[src/hdl/sgs_pkg.sv]
`default_nettype none

package sgs_pkg;

    localparam int unsigned ADDR_W   = 48;
    localparam int unsigned COUNT_W  = 32;
    localparam int unsigned LEN_W    = 13;
    localparam int unsigned SEGS_W   = 6;
    localparam int unsigned STATUS_W = 2;

    localparam int unsigned IN_TDATA_W  = ((ADDR_W + COUNT_W + 7) / 8) * 8;
    localparam int unsigned OUT_FIELD_W = ADDR_W + LEN_W + SEGS_W;
    localparam int unsigned OUT_TDATA_W = ((OUT_FIELD_W + 7) / 8) * 8;

    localparam int unsigned DEF_PAGE_BYTES    = 4096;
    localparam int unsigned DEF_ADDRESS_WIDTH = 48;

    localparam int unsigned CFG_INDEX_W = 2;
    localparam int unsigned CFG_DATA_W  = 13;

    localparam logic [LEN_W-1:0]  MAX_SEG_LEN_RESET = 13'd4096;
    localparam logic [SEGS_W-1:0] SEG_CAP_RESET     = 6'd16;

    localparam int unsigned QUEUE_DEPTH = 2;

    typedef enum logic [CFG_INDEX_W-1:0] {
        CFG_MAX_SEG_LEN  = 2'd0,
        CFG_SEG_CAPACITY = 2'd1
    } t_cfg_index;

    typedef enum logic [STATUS_W-1:0] {
        ST_OK       = 2'd0,
        ST_INVALID  = 2'd1,
        ST_CAPACITY = 2'd2
    } t_status;

    typedef enum logic {
        BS_IDLE,
        BS_RUN
    } t_back_state;

    typedef struct packed {
        logic [ADDR_W-1:0]  addr;
        logic [COUNT_W-1:0] count;
        logic               invalid;
    } t_req;

    typedef struct packed {
        logic [ADDR_W-1:0] addr;
        logic [LEN_W-1:0]  len;
        logic              last;
        t_status           status;
        logic [SEGS_W-1:0] count;
    } t_result;

endpackage

`default_nettype wire

[src/hdl/scatter_gather_segmenter_core.sv]
// a request waits in the queue; its first result is then registered in the back end
// throughput: one result per cycle unless stalled; an invalid request gives one result,
//   a capacity error adds one more; a two-entry queue takes requests meanwhile
// reset: synchronous active low; empties the queue, drops any pending result and
//   restores max_segment_length to 4096 and segment_capacity to 16
`default_nettype none

module scatter_gather_segmenter_core
    import sgs_pkg::*;
#(
    parameter int unsigned PAGE_BYTES    = DEF_PAGE_BYTES,
    parameter int unsigned ADDRESS_WIDTH = DEF_ADDRESS_WIDTH
) (
    input  wire logic                   i_clk,
    input  wire logic                   i_rst_n,
    input  wire logic                   s_axis_tvalid,
    output logic                        s_axis_tready,
    // start_address [47:0], byte_count [79:48]
    input  wire logic [IN_TDATA_W-1:0]  s_axis_tdata,
    output logic                        m_axis_tvalid,
    input  wire logic                   m_axis_tready,
    // segment_address [47:0], segment_length [60:48], segment_count [66:61], zero fill
    output logic [OUT_TDATA_W-1:0]      m_axis_tdata,
    output logic                        m_axis_tlast,
    // status [1:0]
    output logic [STATUS_W-1:0]         m_axis_tuser,
    input  wire logic                   i_cfg_valid,
    output logic                        o_cfg_ready,
    input  wire logic [CFG_INDEX_W-1:0] i_cfg_index,
    input  wire logic [CFG_DATA_W-1:0]  i_cfg_data
);

    logic [LEN_W-1:0]  r_max_len;
    logic [SEGS_W-1:0] r_capacity;
    t_req              w_req;
    t_req              w_head;
    logic              w_head_valid;
    logic              w_pop;
    t_result           w_result;

    assign o_cfg_ready = 1'b1;

    always_ff @(posedge i_clk) begin
        if (!i_rst_n) begin
            r_max_len  <= MAX_SEG_LEN_RESET;
            r_capacity <= SEG_CAP_RESET;
        end else if (i_cfg_valid) begin
            case (i_cfg_index)
                CFG_MAX_SEG_LEN:  r_max_len  <= i_cfg_data[LEN_W-1:0];
                CFG_SEG_CAPACITY: r_capacity <= i_cfg_data[SEGS_W-1:0];
                default: ;
            endcase
        end
    end

    sgs_front #(
        .ADDRESS_WIDTH(ADDRESS_WIDTH)
    ) u_front (
        .i_start_address(s_axis_tdata[ADDR_W-1:0]),
        .i_byte_count   (s_axis_tdata[ADDR_W+COUNT_W-1:ADDR_W]),
        .i_max_len      (r_max_len),
        .o_req          (w_req)
    );

    sgs_queue u_queue (
        .i_clk  (i_clk),
        .i_rst_n(i_rst_n),
        .i_push (s_axis_tvalid),
        .i_data (w_req),
        .o_ready(s_axis_tready),
        .o_valid(w_head_valid),
        .o_data (w_head),
        .i_pop  (w_pop)
    );

    sgs_back #(
        .PAGE_BYTES(PAGE_BYTES)
    ) u_back (
        .i_clk     (i_clk),
        .i_rst_n   (i_rst_n),
        .i_q_valid (w_head_valid),
        .i_q_data  (w_head),
        .o_q_pop   (w_pop),
        .i_max_len (r_max_len),
        .i_capacity(r_capacity),
        .o_valid   (m_axis_tvalid),
        .o_result  (w_result),
        .i_ready   (m_axis_tready)
    );

    assign m_axis_tdata = {{(OUT_TDATA_W - OUT_FIELD_W){1'b0}},
                           w_result.count, w_result.len, w_result.addr};
    assign m_axis_tlast = w_result.last;
    assign m_axis_tuser = w_result.status;

`ifndef SYNTHESIS
    // every error result closes the run and carries no bytes
    a_error_is_last: assert property (@(posedge i_clk) disable iff (!i_rst_n)
        (m_axis_tvalid && (m_axis_tuser != ST_OK)) |->
        (m_axis_tlast && (w_result.len == '0)))
        else $error("error result without last or with nonzero length");

    // a good segment always has bytes and is counted
    a_ok_has_bytes: assert property (@(posedge i_clk) disable iff (!i_rst_n)
        (m_axis_tvalid && (m_axis_tuser == ST_OK)) |->
        ((w_result.len != '0) && (w_result.count != '0)))
        else $error("ok segment with zero length or zero count");

    // a good segment never goes past the configured maximum
    a_len_bounded: assert property (@(posedge i_clk) disable iff (!i_rst_n)
        (m_axis_tvalid && (m_axis_tuser == ST_OK)) |->
        (w_result.len <= r_max_len))
        else $error("segment longer than maximum");

    // queue only drains through the back end when a result slot is free
    a_pop_needs_slot: assert property (@(posedge i_clk) disable iff (!i_rst_n)
        (w_pop && m_axis_tvalid) |-> m_axis_tready)
        else $error("request taken while result stalled");
`endif

endmodule

`default_nettype wire

[src/hdl/sgs_front.sv]
`default_nettype none

module sgs_front
    import sgs_pkg::*;
#(
    parameter int unsigned ADDRESS_WIDTH = DEF_ADDRESS_WIDTH
) (
    input  wire logic [ADDR_W-1:0]  i_start_address,
    input  wire logic [COUNT_W-1:0] i_byte_count,
    input  wire logic [LEN_W-1:0]   i_max_len,
    output t_req                    o_req
);

    // wide enough for any address width up to 64 plus the carry
    localparam int unsigned SUM_W = 65;

    logic [SUM_W-1:0] w_end;
    logic [SUM_W-1:0] w_limit;

    always_comb begin
        w_end   = SUM_W'(i_start_address) + SUM_W'(i_byte_count);
        w_limit = (SUM_W'(1) << ADDRESS_WIDTH) - SUM_W'(1);
        o_req.addr    = i_start_address;
        o_req.count   = i_byte_count;
        // a range ending exactly at the top of the address space is rejected too
        o_req.invalid = (i_start_address == '0) || (i_byte_count == '0) ||
                        (i_max_len == '0) || (w_end > w_limit);
    end

endmodule

`default_nettype wire

[src/hdl/sgs_queue.sv]
`default_nettype none

module sgs_queue
    import sgs_pkg::*;
(
    input  wire logic i_clk,
    input  wire logic i_rst_n,
    input  wire logic i_push,
    input  t_req      i_data,
    output logic      o_ready,
    output logic      o_valid,
    output t_req      o_data,
    input  wire logic i_pop
);

    localparam int unsigned PTR_W = (QUEUE_DEPTH > 1) ? $clog2(QUEUE_DEPTH) : 1;
    localparam int unsigned CNT_W = $clog2(QUEUE_DEPTH + 1);

    t_req             r_mem [QUEUE_DEPTH];
    logic [PTR_W-1:0] r_wr_ptr;
    logic [PTR_W-1:0] r_rd_ptr;
    logic [CNT_W-1:0] r_count;
    logic             w_push;
    logic             w_pop;

    function automatic logic [PTR_W-1:0] ptr_inc(input logic [PTR_W-1:0] ptr);
        if (ptr == PTR_W'(QUEUE_DEPTH - 1)) begin
            return '0;
        end
        return ptr + PTR_W'(1);
    endfunction

    always_comb begin
        o_ready = (r_count != CNT_W'(QUEUE_DEPTH));
        o_valid = (r_count != '0);
        o_data  = r_mem[r_rd_ptr];
        w_push  = i_push && o_ready;
        w_pop   = i_pop && o_valid;
    end

    always_ff @(posedge i_clk) begin
        if (!i_rst_n) begin
            r_wr_ptr <= '0;
            r_rd_ptr <= '0;
            r_count  <= '0;
        end else begin
            if (w_push) begin
                r_wr_ptr <= ptr_inc(r_wr_ptr);
            end
            if (w_pop) begin
                r_rd_ptr <= ptr_inc(r_rd_ptr);
            end
            if (w_push && !w_pop) begin
                r_count <= r_count + CNT_W'(1);
            end else if (w_pop && !w_push) begin
                r_count <= r_count - CNT_W'(1);
            end
        end
    end

    always_ff @(posedge i_clk) begin
        if (w_push) begin
            r_mem[r_wr_ptr] <= i_data;
        end
    end

endmodule

`default_nettype wire

[src/hdl/sgs_back.sv]
`default_nettype none

module sgs_back
    import sgs_pkg::*;
#(
    parameter int unsigned PAGE_BYTES = DEF_PAGE_BYTES
) (
    input  wire logic              i_clk,
    input  wire logic              i_rst_n,
    input  wire logic              i_q_valid,
    input  t_req                   i_q_data,
    output logic                   o_q_pop,
    input  wire logic [LEN_W-1:0]  i_max_len,
    input  wire logic [SEGS_W-1:0] i_capacity,
    output logic                   o_valid,
    output t_result                o_result,
    input  wire logic              i_ready
);

    // page size is a power of two
    localparam int unsigned PW = $clog2(PAGE_BYTES);
    localparam int unsigned LW = PW + 1;
    localparam int unsigned CW = (LW > LEN_W) ? LW : LEN_W;

    t_back_state        r_state;
    t_back_state        n_state;
    logic [ADDR_W-1:0]  r_cursor;
    logic [ADDR_W-1:0]  n_cursor;
    logic [COUNT_W-1:0] r_remain;
    logic [COUNT_W-1:0] n_remain;
    logic [SEGS_W-1:0]  r_used;
    logic [SEGS_W-1:0]  n_used;
    logic               r_out_valid;
    t_result            r_result;
    t_result            n_result;

    logic [ADDR_W-1:0]  w_addr;
    logic [COUNT_W-1:0] w_remain;
    logic [SEGS_W-1:0]  w_used;
    logic [LW-1:0]      w_to_boundary;
    logic [LW-1:0]      w_by_page;
    logic [LEN_W-1:0]   w_seg_len;
    logic               w_seg_last;
    logic               w_cap_hit;
    logic               w_out_free;
    logic               w_fire;

    // first segment comes straight from the queue head, later ones from the cursor
    always_comb begin
        if (r_state == BS_IDLE) begin
            w_addr   = i_q_data.addr;
            w_remain = i_q_data.count;
            w_used   = '0;
        end else begin
            w_addr   = r_cursor;
            w_remain = r_remain;
            w_used   = r_used;
        end
        w_to_boundary = LW'(PAGE_BYTES) - LW'(w_addr[PW-1:0]);
        w_by_page     = (w_remain < COUNT_W'(w_to_boundary)) ? LW'(w_remain) : w_to_boundary;
        w_seg_len     = (CW'(w_by_page) > CW'(i_max_len)) ? i_max_len : LEN_W'(w_by_page);
        w_seg_last    = (COUNT_W'(w_seg_len) == w_remain);
        w_cap_hit     = (w_used >= i_capacity);
        w_out_free    = !r_out_valid || i_ready;
        w_fire        = w_out_free && ((r_state == BS_RUN) || i_q_valid);
    end

    always_comb begin
        n_state = r_state;
        unique case (r_state)
            BS_IDLE: begin
                if (w_fire && !i_q_data.invalid && !w_cap_hit && !w_seg_last) begin
                    n_state = BS_RUN;
                end
            end
            BS_RUN: begin
                if (w_fire && (w_cap_hit || w_seg_last)) begin
                    n_state = BS_IDLE;
                end
            end
            default: n_state = BS_IDLE;
        endcase
    end

    always_comb begin
        o_q_pop  = 1'b0;
        n_cursor = w_addr + ADDR_W'(w_seg_len);
        n_remain = w_remain - COUNT_W'(w_seg_len);
        n_used   = w_used + SEGS_W'(1);
        n_result = '{addr: w_addr, len: w_seg_len, last: w_seg_last,
                     status: ST_OK, count: n_used};
        unique case (r_state)
            BS_IDLE: begin
                o_q_pop = w_fire;
                if (i_q_data.invalid) begin
                    n_result = '{addr: '0, len: '0, last: 1'b1,
                                 status: ST_INVALID, count: '0};
                end else if (w_cap_hit) begin
                    n_result = '{addr: w_addr, len: '0, last: 1'b1,
                                 status: ST_CAPACITY, count: w_used};
                end
            end
            BS_RUN: begin
                if (w_cap_hit) begin
                    n_result = '{addr: w_addr, len: '0, last: 1'b1,
                                 status: ST_CAPACITY, count: w_used};
                end
            end
            default: o_q_pop = 1'b0;
        endcase
    end

    always_ff @(posedge i_clk) begin
        if (!i_rst_n) begin
            r_state     <= BS_IDLE;
            r_out_valid <= 1'b0;
        end else begin
            r_state <= n_state;
            if (w_fire) begin
                r_out_valid <= 1'b1;
            end else if (i_ready) begin
                r_out_valid <= 1'b0;
            end
        end
    end

    always_ff @(posedge i_clk) begin
        if (w_fire) begin
            r_result <= n_result;
            r_cursor <= n_cursor;
            r_remain <= n_remain;
            r_used   <= n_used;
        end
    end

    assign o_valid  = r_out_valid;
    assign o_result = r_result;

endmodule

`default_nettype wire

[config.mk]
export PLATFORM = sky130hd
export DESIGN_NAME = scatter_gather_segmenter_core
export DESIGN_NICKNAME = d
export VERILOG_FILES = /design/src/hdl/sgs_pkg.sv /design/src/hdl/scatter_gather_segmenter_core.sv /design/src/hdl/sgs_front.sv /design/src/hdl/sgs_queue.sv /design/src/hdl/sgs_back.sv
export SDC_FILE = /design/constraint.sdc
export NUM_CORES = 1
export LEC_CHECK = 0
export BUFFER_PORTS_ARGS = -buffer_cell sky130_fd_sc_hd__buf_2
export CAP_MARGIN = 10
export CORE_MARGIN = 1
export CORE_UTILIZATION = 41
export DETAILED_ROUTE_END_ITERATION = 7
export GPL_ROUTABILITY_DRIVEN = 0
export GPL_TIMING_DRIVEN = 0
export REMOVE_ABC_BUFFERS = 1
export SETUP_SLACK_MARGIN = 0.3
export SKIP_CTS_REPAIR_TIMING = 1
export SYNTH_ARGS = -nofsm -noshare
export SYNTH_HDL_FRONTEND = slang
export SYNTH_SLANG_ARGS = --single-unit
[constraint.sdc]
create_clock -name i_clk -period 11.2 [get_ports i_clk]
set_input_delay 1.12 -clock i_clk [delete_from_list [all_inputs] [get_ports i_clk]]
set_output_delay 1.12 -clock i_clk [all_outputs]
set_load 0.02 [all_outputs]
== Yosys cells after proc, flatten, opt, wreduce, memory -nomap -nowiden ==
Memories as Yosys holds them, arrays and structs flattened. A register that Yosys moved wholly into a read port is not among the register bits.
Cells that the tools add are included.
Operators by class
  reduce and logical (&&, ||, !) cells: 30
  equality and inequality tests: 3
  muxes and demuxes: 30
  bitwise logic cells: 1
  $lt $le $gt $ge: 4
  add/subtract/negate cells: 9
Operators with widths (number)
  one-hot mux 70 bit (2 select lines): 1
  two-way mux 70 bit: 1
  > comparator 65 x 48 -> 1 bit, second input constant: 1
  adder 48 x 32 -> 49 bit: 1
  adder 48 x 13 -> 48 bit: 1
  zero test 48 bit: 1
  two-way mux 48 bit: 1
  == test 13 x 32 -> 1 bit: 1
  zero test 32 bit: 1
  less-than comparator 32 x 13 -> 1 bit: 1
  two-way mux 32 bit: 1
  subtractor 32 x 13 -> 32 bit: 1
  two-way mux 13 bit: 2
  two-way mux 22 bit: 1
  two-way mux 1 bit: 19
  > comparator 13 bit: 1
  zero test 13 bit: 1
  subtractor 13 x 12 -> 13 bit, first input constant: 1
  logical AND 1 bit: 9
  adder 6 x 1 -> 6 bit, second input constant: 1
  >= comparator 6 bit: 1
  zero test 1 bit: 6
  logical OR 1 bit: 6
  two-way mux 6 bit: 1
  other kinds (11): 16
Storage, ports and cells
  bits of input ports: 100
  register bits: 181
  RAM bits: 162
  memories: 1
  output and inout bits: 78
Memory list
  u_queue.r_mem: depth 2, bits a word 81, read ports 1, clocked after Yosys merged registers in 1, wr ports 1, line sgs_queue.sv:19  | t_req r_mem [QUEUE_DEPTH];

== Logic depth before layout (Yosys ltp) ==
  depth after elaboration: 11
  gate-level depth with buffers: 39
  depth with buffers taken out: 32

== By module ==
Synthesis repeated with hierarchy kept, for this count alone.
Unflattened totals
  cell total of the unflattened synthesis: 1541
  area total of the unflattened synthesis: 19398.6 µm²
Modules (own cells, without submodules)
  sgs_back: sequential area each 4724.5 µm², cells each 981, times used 1, area an instance 10988.0 µm²
  sgs_queue: sequential area each 4964.8 µm², cells each 276, times used 1, area an instance 6084.6 µm²
  sgs_front: sequential area each 0.0 µm², cells each 199, times used 1, area an instance 1511.4 µm²
  scatter_gather_segmenter_core: sequential area each 380.4 µm², cells each 85, times used 1, area an instance 814.5 µm²

== Worst setup path before layout ==
No wires, ideal clock.
  kind: reg-to-reg
  start: register u_back.r_state
  end: register u_back.r_result (netlist bit u_back.o_result[0]) (enable)
  cell stages (with the launch flop): 9
  buffers on the path: 6
  arrival: 8.308 ns
  clock period less this slack: 8.982 ns
  path slack: 2.218 ns
  cells stage by stage: dfxtp_1 > buf_2 > buf_2 > buf_4 > clkbuf_1 > clkbuf_1 > clkbuf_1 > nor3_1 > nor2_1
On the way
  word-level cells in the longest chain between the ends: 2
RTL lines
  start: declaration: line sgs_back.sv:25  | t_back_state r_state;
  start signal: assignment: line sgs_back.sv:118  | r_state <= n_state;
  logical OR 1 bit: line sgs_back.sv:65  | w_fire = w_out_free && ((r_state == BS_RUN) || i_q_valid);
  logical AND 1 bit: line sgs_back.sv:65
  net u_back.w_fire: line sgs_back.sv:46  | logic w_fire;
  end signal: assignment: line sgs_back.sv:129  | r_result <= n_result;
  end: declaration: line sgs_back.sv:34  | t_result r_result;
The timed path passes the listed nets, and every way through them passes these cells.
A chain may end at the register's enable or synchronous reset.

==> impl_results.rst <==
.. list-table::
   :header-rows: 1

   * - Metric
     - Value
   * - Leakage Power
     - around 7.7 nW
   * - Top flip-flop cell by instance count after synthesis
     - sky130_fd_sc_hd__edfxtp_1
   * - Most instantiated cells after synthesis
     - sky130_fd_sc_hd__edfxtp_1, sky130_fd_sc_hd__nor2_1, sky130_fd_sc_hd__mux2i_1
   * - Asr flop ratio synth
     - 0
   * - Worst vdd ir
     - about 0.13 mV
   * - Total global routing track utilization
     - 0.195
   * - Worst hold slack
     - about 0.51 ns
   * - TritonCTS clock tree
     - done
   * - Kind of end point of the critical path
     - flip-flop
   * - Type of the worst min-delay path
     - reg2reg
   * - Number of rows created at floorplan
     - 75
   * - Power after layout
     - 6.53 mW
   * - Kind of cell adding the most delay to the critical path
     - compound AO/OA/AOI/OAI gates
   * - Sinks on Clock Net
     - 344
   * - Global-route wire length before repair
     - 65.2 mm
   * - Final Max Slew Viols
     - 0
   * - Total half-perimeter wirelength after legalization and detailed placement
     - ~31 mm
   * - Timing-limited maximum frequency
     - between 90 and 100 MHz
   * - Highest cell delay on the worst timing path
     - ~0.73 ns
   * - Number of max-capacitance violations reported
     - 0
   * - Post-layout min period
     - roughly 10 ns
   * - Die ar.
     - between 40000 and 50000 um^2
   * - Total global routing overflow
     - 0
   * - Final instance area
     - between 20000 and 25000 um^2
   * - Routed vias/inst
     - ~5.4
   * - RSZ-0062 raised after global routing
     - false
   * - Worst clock skew on the final layout
     - around 0.026 ns
   * - Max_slew headroom
     - 0.145
   * - Number of hold violations in the final report
     - 0
   * - Area growth syn-to-layout
     - 16.0%
   * - Die Span Y
     - about 210 um
   * - Number of buffers created by CTS
     - 39
   * - Antenna violations before repair
     - 2
   * - Setup TNS after final layout
     - 0 ns
   * - Total setup violations reported at the end of the flow
     - 0
   * - Clk_lat worst skew
     - about 0.55 ns
   * - Post-CTS clock slew at the launch and capture registers of the worst setup and hold paths
     - roughly 0.06 ns
   * - Vias in the first global route
     - roughly 11000
   * - I/O Buffers
     - ~170
   * - Hold_sp
     - r_max_len[5]
   * - Fraction of final layout cells sized beyond drive strength 1
     - 0.182
   * - Max stage delay cell, worst path
     - sky130_fd_sc_hd__dfxtp_4
   * - Critical path required time
     - 11.48 ns
   * - Horizontal extent of the die
     - ~210 um
   * - Number of nets in the final layout
     - between 1500 and 2000
   * - Critical path launch point type
     - flip-flop
   * - Synthesized instance count
     - 1407
   * - Initial core utilization
     - 0.416
   * - Antenna violation net count after detailed routing
     - 0
   * - Run status
     - finished, final reports clean
   * - DRC
     - 0
   * - Dominant cells by area after synthesis
     - sky130_fd_sc_hd__edfxtp_1, sky130_fd_sc_hd__ha_1, sky130_fd_sc_hd__mux2i_1
   * - Number of library cell types mapped by synthesis
     - 69
   * - Most instantiated library cell after synthesis
     - sky130_fd_sc_hd__edfxtp_1
   * - Overall via count from detail_route
     - about 12000
   * - Yosys top cell area share
     - 0.546
   * - Wirelength per Cell
     - roughly 20 um
   * - Average cell area after synthesis
     - roughly 12 um^2
   * - Sequential fraction of the synthesis area
     - 0.575
   * - Crit path buf inv count
     - 3
   * - Synth Cell Area
     - about 18000 um^2
   * - Number of I/O pins
     - between 150 and 200
   * - Worst R2R Setup Slack
     - between 0.9 and 1 ns
   * - Total Routed Length
     - 43.1 mm
   * - First drt pass iteration count
     - 5
   * - Placed instance area
     - 19100 um^2
   * - Core area
     - 42000 um^2
   * - Critical path class
     - reg2reg
   * - Worst-margin pin slew
     - between 1 and 1.5 ns
   * - Clock root cell
     - sky130_fd_sc_hd__clkbuf_16
   * - Cell type with the largest total area after synthesis
     - sky130_fd_sc_hd__edfxtp_1
   * - Data arrival time at the worst-slack endpoint
     - 10.53 ns
   * - Final cycle utilization of the critical path
     - 0.915
   * - Iter 0 DRT Violations
     - 691
   * - Areal power density over the cells
     - between 300 and 400 nW/um^2
   * - Crit-path max FO
     - between 50 and 60
   * - H-tree level count
     - 2
   * - Maximum number of pins on one net before global-route repair
     - 70
   * - Number of synthesis warnings
     - 0
   * - Number of synthesized flops with an enable pin
     - roughly 320
   * - Maximum buffer depth of the clock tree
     - 3
   * - Yosys reg bits
     - between 300 and 400
-- stage by stage --
stage                      util  worst slack (ns)  instances
after floorplan               -             0.968       1363
final                     0.483             0.950       2159
after global placement    0.447             -3.39       2073
after detailed placement  0.454             0.384       2085
after global routing      0.483             0.303       2159
after CTS                 0.482             0.332       2157
-- registers in the layout (all words and copies together), names as in the netlist, named ones only --
name and cells:
u_back.r_cursor 48, u_back.o_result 70, u_queue.r_count 2, u_queue.r_mem 162, u_back.o_valid 1, u_back.r_remain 32
u_queue.r_wr_ptr 1, r_max_len 13, u_queue.r_rd_ptr 1, r_capacity 6, u_back.r_used 6, u_back.r_state 1
-- worst register-to-register path, delay by kind of cell, from the launching register on --
family | cells | cell delay, ns
AOI/OAI and AO/OA | 13 | 3.36
xor gates and xnor gates | 2 | 0.33
adders and majority gates | 3 | 0.97
buffers and inverters | 3 | 0.64
DFF | 1 | 0.73
muxes | 3 | 1.13
and+or+nand+nor | 6 | 2.80
-- final timing paths --
path,depth (start not counted),end
hold reg to reg,2,r_max_len[5]
setup / recovery,30,u_back.r_cursor[41]
hold / removal,2,r_max_len[5]
setup reg to reg,30,u_back.r_cursor[41]
-- power breakdown --
group	switching [mW]	internal, mW	total [mW]
Sequential	0.163	2.09	2.25
Clock	0.520	0.695	1.21
Combinational	1.91	1.16	3.07
Total	2.59	3.94	6.53
-- cell type report --
| type | instances | area [um^2] |
|---|---|---|
| fill | 3795 | 21700 |
| sequential | 344 | 10100 |
| multi-input combinational | 960 | 6980 |
| timing repair buffer | 184 | 1130 |
| clock buffer | 51 | 1020 |
| tap | 539 | 674 |
| inverter | 59 | 224 |
| clock inverter | 21 | 190 |
| antenna | 1 | 2.50 |
-- layer usage --
metal	GRT usage	wire length [um]
met5	0	0
met4	0.0538	933
met3	0.0280	2190
met2	0.307	19500
met1	0.281	20400
-- cells in the final DEF (no fill, tap or decap), types with 24 or more instances in the layout --
cell type	synthesis	final
sky130_fd_sc_hd__a21oi_1	62	62
sky130_fd_sc_hd__buf_2	5	172
sky130_fd_sc_hd__clkbuf_16	0	39
sky130_fd_sc_hd__dfxtp_1	26	24
sky130_fd_sc_hd__edfxtp_1	318	318
sky130_fd_sc_hd__ha_1	91	91
sky130_fd_sc_hd__inv_1	56	56
sky130_fd_sc_hd__mux2_2	31	31
sky130_fd_sc_hd__mux2i_1	106	106
sky130_fd_sc_hd__nand2_1	105	105
sky130_fd_sc_hd__nand4_1	24	24
sky130_fd_sc_hd__nor2_1	124	122
sky130_fd_sc_hd__nor4_1	33	33
sky130_fd_sc_hd__o21ai_0	47	47
sky130_fd_sc_hd__xnor2_1	57	57
sky130_fd_sc_hd__xor2_1	32	32
-- cell families after synthesis --
| family | Yosys count | synth area share |
|---|---|---|
| flops | 344 | 0.575 |
| simple gates | 404 | 0.115 |
| xor+xnor | 89 | 0.0445 |
| mux | 146 | 0.0869 |
| fa+ha+maj | 94 | 0.0685 |
| compound gates | 221 | 0.0818 |
| buf+inv | 107 | 0.0278 |
| other cells | 2 | 0.000429 |
No activity file was read; power rests on OpenSTA's default activity.
